<file path="src/rtl/ttm_pkg.sv">
// Package for the touch to mouse tap-click block: widths, register codes,
// result word type and the motion and drift helper functions.
// Depends on nothing; every other file uses it.
package ttm_pkg;

   localparam int COORD_BITS = 10;
   localparam int MOVE_BITS  = 8;
   localparam int GAIN_BITS  = 4;
   localparam int THR_BITS   = 8;
   localparam int CSR_IDX_BITS  = 2;
   localparam int CSR_DATA_BITS = 8;
   localparam int PROD_BITS  = COORD_BITS + GAIN_BITS + 2;
   localparam int FIFO_DEPTH = 4;
   localparam int FIFO_PTR_BITS = $clog2(FIFO_DEPTH);

   localparam logic [GAIN_BITS-1:0] GAIN_RESET = GAIN_BITS'(3);
   localparam logic [THR_BITS-1:0]  THR_RESET  = THR_BITS'(3);
   localparam logic signed [PROD_BITS-1:0] PROD_MAX = PROD_BITS'(127);
   localparam logic signed [PROD_BITS-1:0] PROD_MIN = -PROD_BITS'(128);
   localparam logic signed [MOVE_BITS-1:0] MOVE_MAX = MOVE_BITS'(127);
   localparam logic signed [MOVE_BITS-1:0] MOVE_MIN = MOVE_BITS'(128);
   localparam logic BUTTON_LEFT = 1'b1;

   typedef enum logic [CSR_IDX_BITS-1:0] {
      CSR_MOTION_GAIN     = 2'd0,
      CSR_CLICK_THRESHOLD = 2'd1
   } csr_index_type;

   typedef struct packed {
      logic                        left_button;
      logic signed [MOVE_BITS-1:0] move_x;
      logic signed [MOVE_BITS-1:0] move_y;
      logic                        last_report;
   } rsp_word_type;

   typedef struct packed {
      logic valid;
      logic pair;
   } push_type;

   typedef struct packed {
      logic room_one;
      logic room_two;
   } room_type;

   function automatic logic signed [MOVE_BITS-1:0] scaled_move(
      input logic [COORD_BITS-1:0] now,
      input logic [COORD_BITS-1:0] prior,
      input logic [GAIN_BITS-1:0]  gain);
      logic signed [COORD_BITS:0]   d;
      logic signed [PROD_BITS-1:0]  p;
      logic signed [MOVE_BITS-1:0]  r;
      d = $signed({1'b0, now}) - $signed({1'b0, prior});
      p = PROD_BITS'(d) * $signed({{(PROD_BITS-GAIN_BITS){1'b0}}, gain});
      if (p > PROD_MAX) begin
         r = MOVE_MAX;
      end else if (p < PROD_MIN) begin
         r = MOVE_MIN;
      end else begin
         r = p[MOVE_BITS-1:0];
      end
      return r;
   endfunction

   function automatic logic drift_exceeds(
      input logic [COORD_BITS-1:0] now,
      input logic [COORD_BITS-1:0] origin,
      input logic [THR_BITS-1:0]   thr);
      logic [COORD_BITS-1:0] gap;
      gap = (now >= origin) ? now - origin : origin - now;
      return gap > COORD_BITS'(thr);
   endfunction

endpackage

</file>
<file path="src/rtl/ttm_ifs.sv">
// Valid/ready channel interfaces for sample, report and register-write words.
// Depends on ttm_pkg.
interface ttm_req_if;
   logic                            valid;
   logic                            ready;
   logic                            touch_detected;
   logic [ttm_pkg::COORD_BITS-1:0]  touch_x;
   logic [ttm_pkg::COORD_BITS-1:0]  touch_y;
   modport source (output valid, output touch_detected, output touch_x, output touch_y,
                   input ready);
   modport sink (input valid, input touch_detected, input touch_x, input touch_y,
                 output ready);
endinterface

interface ttm_rsp_if;
   logic                                   valid;
   logic                                   ready;
   logic                                   left_button;
   logic signed [ttm_pkg::MOVE_BITS-1:0]   move_x;
   logic signed [ttm_pkg::MOVE_BITS-1:0]   move_y;
   logic                                   last_report;
   modport source (output valid, output left_button, output move_x, output move_y,
                   output last_report, input ready);
   modport sink (input valid, input left_button, input move_x, input move_y,
                 input last_report, output ready);
endinterface

interface ttm_csr_if;
   logic                               valid;
   logic                               ready;
   logic [ttm_pkg::CSR_IDX_BITS-1:0]   index;
   logic [ttm_pkg::CSR_DATA_BITS-1:0]  data;
   modport source (output valid, output index, output data, input ready);
   modport sink (input valid, input index, input data, output ready);
endinterface

</file>
<file path="src/rtl/ttm_core.sv">
// Sample register, touch tracking state and report generation.
// Depends on ttm_pkg.
module ttm_core (
   input  logic                             clock,
   input  logic                             reset,
   input  logic                             in_valid,
   output logic                             in_ready,
   input  logic                             in_touch,
   input  logic [ttm_pkg::COORD_BITS-1:0]   in_x,
   input  logic [ttm_pkg::COORD_BITS-1:0]   in_y,
   input  logic [ttm_pkg::GAIN_BITS-1:0]    gain,
   input  logic [ttm_pkg::THR_BITS-1:0]     threshold,
   input  ttm_pkg::room_type                room,
   output ttm_pkg::push_type                push,
   output ttm_pkg::rsp_word_type            word0,
   output ttm_pkg::rsp_word_type            word1
);
   import ttm_pkg::*;

   logic                  stage_valid_ff, stage_valid_in;
   logic                  stage_touch_ff;
   logic [COORD_BITS-1:0] stage_x_ff, stage_y_ff;
   logic                  active_ff, active_in;
   logic                  armed_ff, armed_in;
   logic [COORD_BITS-1:0] start_x_ff, start_x_in, start_y_ff, start_y_in;
   logic [COORD_BITS-1:0] prev_x_ff, prev_x_in, prev_y_ff, prev_y_in;
   logic                  want_one, want_two, consume, accept;

   assign want_one = stage_touch_ff && active_ff;
   assign want_two = !stage_touch_ff && armed_ff;
   assign consume  = stage_valid_ff && (want_one ? room.room_one :
                                        want_two ? room.room_two : 1'b1);
   assign in_ready = !stage_valid_ff || consume;
   assign accept   = in_valid && in_ready;
   assign stage_valid_in = accept || (stage_valid_ff && !consume);

   always_comb begin
      push.valid = consume && (want_one || want_two);
      push.pair  = want_two;
      word0.left_button = 1'b0;
      word0.move_x      = scaled_move(stage_x_ff, prev_x_ff, gain);
      word0.move_y      = scaled_move(stage_y_ff, prev_y_ff, gain);
      word0.last_report = 1'b1;
      word1.left_button = 1'b0;
      word1.move_x      = '0;
      word1.move_y      = '0;
      word1.last_report = 1'b1;
      if (want_two) begin
         word0.left_button = BUTTON_LEFT;
         word0.move_x      = '0;
         word0.move_y      = '0;
         word0.last_report = 1'b0;
      end
   end

   always_comb begin
      active_in  = active_ff;
      armed_in   = armed_ff;
      start_x_in = start_x_ff;
      start_y_in = start_y_ff;
      prev_x_in  = prev_x_ff;
      prev_y_in  = prev_y_ff;
      if (consume) begin
         if (stage_touch_ff) begin
            prev_x_in = stage_x_ff;
            prev_y_in = stage_y_ff;
            if (!active_ff) begin
               active_in  = 1'b1;
               armed_in   = 1'b1;
               start_x_in = stage_x_ff;
               start_y_in = stage_y_ff;
            end else if (drift_exceeds(stage_x_ff, start_x_ff, threshold) ||
                         drift_exceeds(stage_y_ff, start_y_ff, threshold)) begin
               armed_in = 1'b0;
            end
         end else begin
            active_in = 1'b0;
            armed_in  = 1'b0;
         end
      end
   end

   always_ff @(posedge clock) begin
      if (reset) begin
         stage_valid_ff <= 1'b0;
         active_ff      <= 1'b0;
         armed_ff       <= 1'b0;
         start_x_ff     <= '0;
         start_y_ff     <= '0;
         prev_x_ff      <= '0;
         prev_y_ff      <= '0;
      end else begin
         stage_valid_ff <= stage_valid_in;
         active_ff      <= active_in;
         armed_ff       <= armed_in;
         start_x_ff     <= start_x_in;
         start_y_ff     <= start_y_in;
         prev_x_ff      <= prev_x_in;
         prev_y_ff      <= prev_y_in;
      end
   end

   always_ff @(posedge clock) begin
      if (accept) begin
         stage_touch_ff <= in_touch;
         stage_x_ff     <= in_x;
         stage_y_ff     <= in_y;
      end
   end

endmodule

</file>
<file path="src/rtl/ttm_out_fifo.sv">
// Report queue: takes one or two words a cycle, hands out one.
// Depends on ttm_pkg.
module ttm_out_fifo (
   input  logic                   clock,
   input  logic                   reset,
   input  ttm_pkg::push_type      push,
   input  ttm_pkg::rsp_word_type  word0,
   input  ttm_pkg::rsp_word_type  word1,
   output ttm_pkg::room_type      room,
   output logic                   out_valid,
   input  logic                   out_ready,
   output ttm_pkg::rsp_word_type  out_word
);
   import ttm_pkg::*;

   rsp_word_type             mem_ff [FIFO_DEPTH];
   logic [FIFO_PTR_BITS-1:0] wr_ptr_ff, wr_ptr_in, rd_ptr_ff, rd_ptr_in;
   logic [FIFO_PTR_BITS:0]   count_ff, count_in, count_left;
   logic                     pop;

   assign out_valid  = count_ff != '0;
   assign out_word   = mem_ff[rd_ptr_ff];
   assign pop        = out_valid && out_ready;
   assign count_left = count_ff - (FIFO_PTR_BITS+1)'(pop);
   assign room.room_one = count_left <= (FIFO_PTR_BITS+1)'(FIFO_DEPTH - 1);
   assign room.room_two = count_left <= (FIFO_PTR_BITS+1)'(FIFO_DEPTH - 2);

   always_comb begin
      wr_ptr_in = wr_ptr_ff;
      count_in  = count_left;
      rd_ptr_in = rd_ptr_ff + FIFO_PTR_BITS'(pop);
      if (push.valid) begin
         wr_ptr_in = wr_ptr_ff + (push.pair ? FIFO_PTR_BITS'(2) : FIFO_PTR_BITS'(1));
         count_in  = count_left + (push.pair ? (FIFO_PTR_BITS+1)'(2)
                                             : (FIFO_PTR_BITS+1)'(1));
      end
   end

   always_ff @(posedge clock) begin
      if (reset) begin
         wr_ptr_ff <= '0;
         rd_ptr_ff <= '0;
         count_ff  <= '0;
      end else begin
         wr_ptr_ff <= wr_ptr_in;
         rd_ptr_ff <= rd_ptr_in;
         count_ff  <= count_in;
      end
   end

   always_ff @(posedge clock) begin
      if (push.valid) begin
         mem_ff[wr_ptr_ff] <= word0;
         if (push.pair) begin
            mem_ff[wr_ptr_ff + FIFO_PTR_BITS'(1)] <= word1;
         end
      end
   end

endmodule

</file>
<file path="src/rtl/touch_to_mouse_tap_click.sv">
// Top level of the touch to mouse tap-click block: register port, core, report queue.
// Depends on ttm_pkg, ttm_ifs, ttm_core and ttm_out_fifo.
//
// Turns touch samples into relative-mouse report words. One sample is taken per clock
// cycle unless the report queue is short of room; each passes a one-deep sample register
// and leaves its reports in a four-word queue. A motion sample gives one word, a tap
// release gives a press word and a release word, which the single-word output port
// hands out one after the other. Register writes are taken every cycle and should be
// made while no samples are in flight.
module touch_to_mouse_tap_click (
   input  logic       clock,
   input  logic       reset,
   ttm_req_if.sink    req_word,
   ttm_rsp_if.source  rsp_word,
   ttm_csr_if.sink    csr_word
);
   import ttm_pkg::*;

   logic [GAIN_BITS-1:0] gain_ff;
   logic [THR_BITS-1:0]  threshold_ff;
   push_type             push;
   room_type             room;
   rsp_word_type         word0, word1, out_word;

   assign csr_word.ready = 1'b1;

   always_ff @(posedge clock) begin
      if (reset) begin
         gain_ff      <= GAIN_RESET;
         threshold_ff <= THR_RESET;
      end else if (csr_word.valid) begin
         case (csr_word.index)
            CSR_MOTION_GAIN:     gain_ff      <= csr_word.data[GAIN_BITS-1:0];
            CSR_CLICK_THRESHOLD: threshold_ff <= csr_word.data[THR_BITS-1:0];
            default: ;
         endcase
      end
   end

   ttm_core u_core (
      .clock     (clock),
      .reset     (reset),
      .in_valid  (req_word.valid),
      .in_ready  (req_word.ready),
      .in_touch  (req_word.touch_detected),
      .in_x      (req_word.touch_x),
      .in_y      (req_word.touch_y),
      .gain      (gain_ff),
      .threshold (threshold_ff),
      .room      (room),
      .push      (push),
      .word0     (word0),
      .word1     (word1)
   );

   ttm_out_fifo u_out_fifo (
      .clock     (clock),
      .reset     (reset),
      .push      (push),
      .word0     (word0),
      .word1     (word1),
      .room      (room),
      .out_valid (rsp_word.valid),
      .out_ready (rsp_word.ready),
      .out_word  (out_word)
   );

   assign rsp_word.left_button = out_word.left_button;
   assign rsp_word.move_x      = out_word.move_x;
   assign rsp_word.move_y      = out_word.move_y;
   assign rsp_word.last_report = out_word.last_report;

   a_pair_room: assert property (@(posedge clock) disable iff (reset)
      push.valid && push.pair |-> room.room_two)
      else $error("pair pushed without room for two words");

   a_one_room: assert property (@(posedge clock) disable iff (reset)
      push.valid |-> room.room_one)
      else $error("word pushed into a full queue");

   a_press_not_last: assert property (@(posedge clock) disable iff (reset)
      rsp_word.valid && rsp_word.left_button |->
         !rsp_word.last_report && rsp_word.move_x == '0 && rsp_word.move_y == '0)
      else $error("press word carries motion or end mark");

   a_reset_empty: assert property (@(posedge clock)
      $past(reset) && !reset |-> !rsp_word.valid)
      else $error("report offered right after reset");

endmodule

</file>
<file path="src/flat_wrapper.sv">
// flat-port wrapper written by rule: the top's interface ports become plain ports
module touch_to_mouse_tap_click_flat import ttm_pkg::*;
  (clock, reset, req_word_valid, req_word_touch_detected, req_word_touch_x, req_word_touch_y, req_word_ready, rsp_word_valid, rsp_word_left_button, rsp_word_move_x, rsp_word_move_y, rsp_word_last_report, rsp_word_ready, csr_word_valid, csr_word_index, csr_word_data, csr_word_ready);
  ttm_req_if req_word_i ();
  ttm_rsp_if rsp_word_i ();
  ttm_csr_if csr_word_i ();
  input  logic clock;
  input  logic reset;
  input wire logic [$bits(req_word_i.valid)-1:0] req_word_valid;
  input wire logic [$bits(req_word_i.touch_detected)-1:0] req_word_touch_detected;
  input wire logic [$bits(req_word_i.touch_x)-1:0] req_word_touch_x;
  input wire logic [$bits(req_word_i.touch_y)-1:0] req_word_touch_y;
  output wire logic [$bits(req_word_i.ready)-1:0] req_word_ready;
  output wire logic [$bits(rsp_word_i.valid)-1:0] rsp_word_valid;
  output wire logic [$bits(rsp_word_i.left_button)-1:0] rsp_word_left_button;
  output wire logic [$bits(rsp_word_i.move_x)-1:0] rsp_word_move_x;
  output wire logic [$bits(rsp_word_i.move_y)-1:0] rsp_word_move_y;
  output wire logic [$bits(rsp_word_i.last_report)-1:0] rsp_word_last_report;
  input wire logic [$bits(rsp_word_i.ready)-1:0] rsp_word_ready;
  input wire logic [$bits(csr_word_i.valid)-1:0] csr_word_valid;
  input wire logic [$bits(csr_word_i.index)-1:0] csr_word_index;
  input wire logic [$bits(csr_word_i.data)-1:0] csr_word_data;
  output wire logic [$bits(csr_word_i.ready)-1:0] csr_word_ready;
  assign req_word_i.valid = req_word_valid;
  assign req_word_i.touch_detected = req_word_touch_detected;
  assign req_word_i.touch_x = req_word_touch_x;
  assign req_word_i.touch_y = req_word_touch_y;
  assign req_word_ready = req_word_i.ready;
  assign rsp_word_valid = rsp_word_i.valid;
  assign rsp_word_left_button = rsp_word_i.left_button;
  assign rsp_word_move_x = rsp_word_i.move_x;
  assign rsp_word_move_y = rsp_word_i.move_y;
  assign rsp_word_last_report = rsp_word_i.last_report;
  assign rsp_word_i.ready = rsp_word_ready;
  assign csr_word_i.valid = csr_word_valid;
  assign csr_word_i.index = csr_word_index;
  assign csr_word_i.data = csr_word_data;
  assign csr_word_ready = csr_word_i.ready;
  touch_to_mouse_tap_click u_core (.clock(clock), .reset(reset), .req_word(req_word_i), .rsp_word(rsp_word_i), .csr_word(csr_word_i));
endmodule
</file>
<file path="config.mk">
export PLATFORM = sky130hd
export DESIGN_NAME = touch_to_mouse_tap_click_flat
export DESIGN_NICKNAME = d
export VERILOG_FILES = /design/src/rtl/ttm_pkg.sv /design/src/rtl/ttm_ifs.sv /design/src/rtl/ttm_core.sv /design/src/rtl/ttm_out_fifo.sv /design/src/rtl/touch_to_mouse_tap_click.sv /design/src/flat_wrapper.sv
export SDC_FILE = /design/constraint.sdc
export NUM_CORES = 1
export LEC_CHECK = 0
export ABC_AREA = 1
export BUFFER_PORTS_ARGS = -buffer_cell sky130_fd_sc_hd__buf_2
export CELL_PAD_IN_SITES_DETAIL_PLACEMENT = 1
export CELL_PAD_IN_SITES_GLOBAL_PLACEMENT = 2
export CORE_ASPECT_RATIO = 1.25
export CORE_UTILIZATION = 39
export DETAILED_ROUTE_END_ITERATION = 6
export PLACE_DENSITY_LB_ADDON = 0.1
export SLEW_MARGIN = 20
export SYNTH_ARGS = -nofsm -noshare
export SYNTH_HDL_FRONTEND = slang
export SYNTH_HIERARCHICAL = 1
export SYNTH_SLANG_ARGS = --single-unit
</file>
<file path="constraint.sdc">
create_clock -name clock -period 6.25 [get_ports clock]
set_clock_uncertainty 0.15 [all_clocks]
set_input_delay 0.9375 -clock clock [delete_from_list [all_inputs] [get_ports clock]]
set_output_delay 0.9375 -clock clock [all_outputs]
set_load 0.02 [all_outputs]
</file>
==> flow_summary.json <==
{
  "grt_pass1_vias": 11600,
  "setup_viol": 0,
  "hold_slack_ps": 321,
  "clock.fmax_ghz": 0.167,
  "min_period_over_period": 0.956,
  "yosysWarnings": 6,
  "critPathMaxFanout": 5,
  "ys_types": 63,
  "floorplan.io_pins": 57,
  "syn_avg_cell_area_sq_um": 8.04,
  "async_flop_share": 0,
  "synth_largest_area_cell": "edfxtp_1",
  "core-area_sq_um": 35300,
  "status": "completed",
  "grt_max_degree": 38,
  "seq_power_share": 0.246,
  "slowest_delay_ps": 500,
  "vdd_drop_max_v": 0.000131,
  "comb_power_share": 0.561,
  "overflow": 0,
  "post_drt_wl_per_cell_microns": 15.8,
  "first_pass_iters": 4,
  "crit_type": "reg -> reg",
  "syn_to_final_growth_pct": 11.0,
  "die_y_microns": 213,
  "cts_tree": "yes",
  "grt_pass1_wl_microns": 58400,
  "die-area_sq_um": 36500,
  "netlist_area_sq_um": 13900,
  "cts_max_path_buffers": 2,
  "netSwitchingPower_w": 0.00225,
  "p_sw_frac": 0.433,
  "synth_common_cells": "inv_1 (313), nand2_1 (269), nor2_1 (210), ha_1 (137), edfxtp_1 (93)",
  "viasPerCell": 4.89,
  "vias": 11100,
  "gr-usage-all-layers": 0.206,
  "slew_viol_final": 0,
  "start_util": 0.395,
  "hold_violations": 0,
  "port_buffers": 55,
  "crit_required_ps": 6260,
  "power.internal_w": 0.00295,
  "grt_antenna_before_repair": 0,
  "rsz0062_at_grt": "true",
  "synthTopCellsByArea": "edfxtp_1 (20%), ha_1 (12%), dfxtp_1 (8.9%)",
  "drc_errors": 0,
  "power_per_cell_area_nw_per_um2": 336,
  "p_clk_frac": 0.193,
  "p_leak_nw": 7.21,
  "critPathArrivalTime_ps": 5990,
  "fin_crit_ps": 5980,
  "clock-root-buffer": "clkbuf_16",
  "worst_hold_path_type": "reg -> reg",
  "drive_above_1_share": 0.172,
  "dp_hpwl_microns": 28100,
  "drt_iter0_drc": 317,
  "die_w_microns": 171,
  "n_antenna_cell": 0,
  "yosysMostFrequentCell": "inv_1",
  "hold_buffers": 0,
  "synth-seq-cells": 155,
  "cts_max_level": 4,
  "slew-limit-headroom": 0.383,
  "setup_slack_ps": 274,
  "ant_nets": 0,
  "cts_buffers": 17,
  "dp_slack_ps": -336,
  "crit_top_cell": "nand2_1",
  "insertion_delay_ps": 440,
  "num_rows": 77,
  "syn_inst": 1734,
  "max-cap-violations": 0,
  "clk_pin_slew_ps": 70,
  "clock-sinks": 155,
  "routed_wl_microns": 35900,
  "ys_seq_area_frac": 0.289,
  "synth_top_cell_area_share": 0.200,
  "rrSetupSlack_ps": 270,
  "synth-edff-count": 93,
  "setup.worst_path.end_class": "register",
  "cp_slowest_cell": "fa_1",
  "fin_nets": 2013,
  "tightest_slew_ps": 925,
  "final_util": 0.439,
  "gp_congestion": 0.827,
  "ys.flop_type": "edfxtp_1",
  "critPathLaunchType": "register"
}
## critical path, delay by kind of cell (launching register included)
family / cells / cell delay (ps)
XOR/XNOR: 2 / 480
buffers and inverters: 4 / 380
AND/OR/NAND/NOR: 14 / 1300
AO/OA/AOI/OAI: 7 / 950
adder cells (fa/ha/maj): 5 / 1960
flip-flops: 1 / 450
## timing repair
item	in CTS	in global routing
resized for setup	17	36
gates cloned	0	0
pin swaps	6	16
endpoints found under the setup margin	29	60
buffers inserted	5	10
## cell type report
class	count	area, sq um
fill	4338	19800
tap	474	593
multi-input combinational	1196	8520
sequential	155	4030
timing repair buffer	86	520
clock inverter	11	90.1
clock buffer	21	462
inverter	331	1250
## cells by family (layout without fill, tap and decap cells)
kind of cell    after synthesis  in the layout  share of synthesized area
compound gates              338            338                      0.164
simple gates                586            586                      0.179
xor+xnor                     59             59                     0.0403
fa+ha+maj                   190            190                      0.199
flops                       155            155                      0.289
other cells                   3             19                   0.000808
buf+inv                     399            449                      0.124
mux                           4              4                    0.00314
## layer usage
metal / wire length (microns) / part of all wire / track usage / vias to the layer above
met4: 650 / 0.018 / 0.0622 / 0
met1: 15000 / 0.42 / 0.228 / 5358
li1: - / - / - / 5652
met3: 468 / 0.013 / 0.0188 / 35
met5: 0 / 0 / 0 / -
met2: 19800 / 0.55 / 0.408 / 81
## cells in the final DEF, fill, tap and decap left out, types with 6 or more instances in the layout
cell and count:
a211oi_1 28, a211oi_2 12, a21oi_1 74, a21oi_2 17, a21oi_4 8, a31oi_1 6
buf_2 55, buf_4 30, clkbuf_16 18, conb_1 19, dfxtp_1 62, edfxtp_1 93
fa_1 52, ha_1 129, ha_4 6, inv_1 310, inv_2 15, nand2_1 264
nand2_2 13, nand3_1 40, nand3b_1 6, nand4_1 12, nor2_1 210, nor3_2 6
o211ai_1 6, o21ai_0 57, o21ai_1 21, o21ai_2 71, o22ai_1 19, xnor2_1 16
xor2_1 35
## power by group through the flow
stage	clock [W]	sequential, W	combinational (W)
final	0.00100	0.00128	0.00292
after global routing	0.00106	0.00128	0.00334
after CTS	0.00103	0.00128	0.00287
after detailed placement	0	0.00130	0.00271
after global placement	0	0.00130	0.00264
after floorplan	0	0.00129	0.00211
## state kept, by name (all words and copies together), names as in the netlist, 2 cells and up
signal	count
u_core/u_core/stage_x_ff	10
u_core/u_out_fifo/count_ff	3
u_core/u_core/prev_y_ff	10
u_core/u_core/start_x_ff	10
u_core/u_core/start_y_ff	10
u_core/u_out_fifo/rd_ptr_ff	2
u_core/u_core/prev_x_ff	10
u_core/u_out_fifo/mem_ff	72
u_core/u_core/stage_y_ff	10
u_core/u_out_fifo/wr_ptr_ff	2
u_core/threshold_ff	8
u_core/gain_ff	4
## through the flow
step           cells  TNS [ps]  power [W]  cell area [sq um]
2_1_floorplan   1750         0    0.00340              14000
3_3_place_gp    2227     -1630    0.00394              14500
3_5_place_dp    2227     -7720    0.00401              14500
4_1_cts         2264         0    0.00517              15200
5_1_grt         2274      -463    0.00568              15500
6_report        2274         0    0.00520              15500
## worst paths after layout
path,cells after the start,endpoint,from
worst max-delay path,32,u_core/u_out_fifo/mem_ff[0][13],u_core/u_core/stage_x_ff[2]
worst min-delay path,2,u_core/threshold_ff[1],u_core/threshold_ff[1]
worst max register to register,32,u_core/u_out_fifo/mem_ff[0][13],u_core/u_core/stage_x_ff[2]
worst min register to register,2,u_core/threshold_ff[1],u_core/threshold_ff[1]
(Power assumes the default switching activity.)
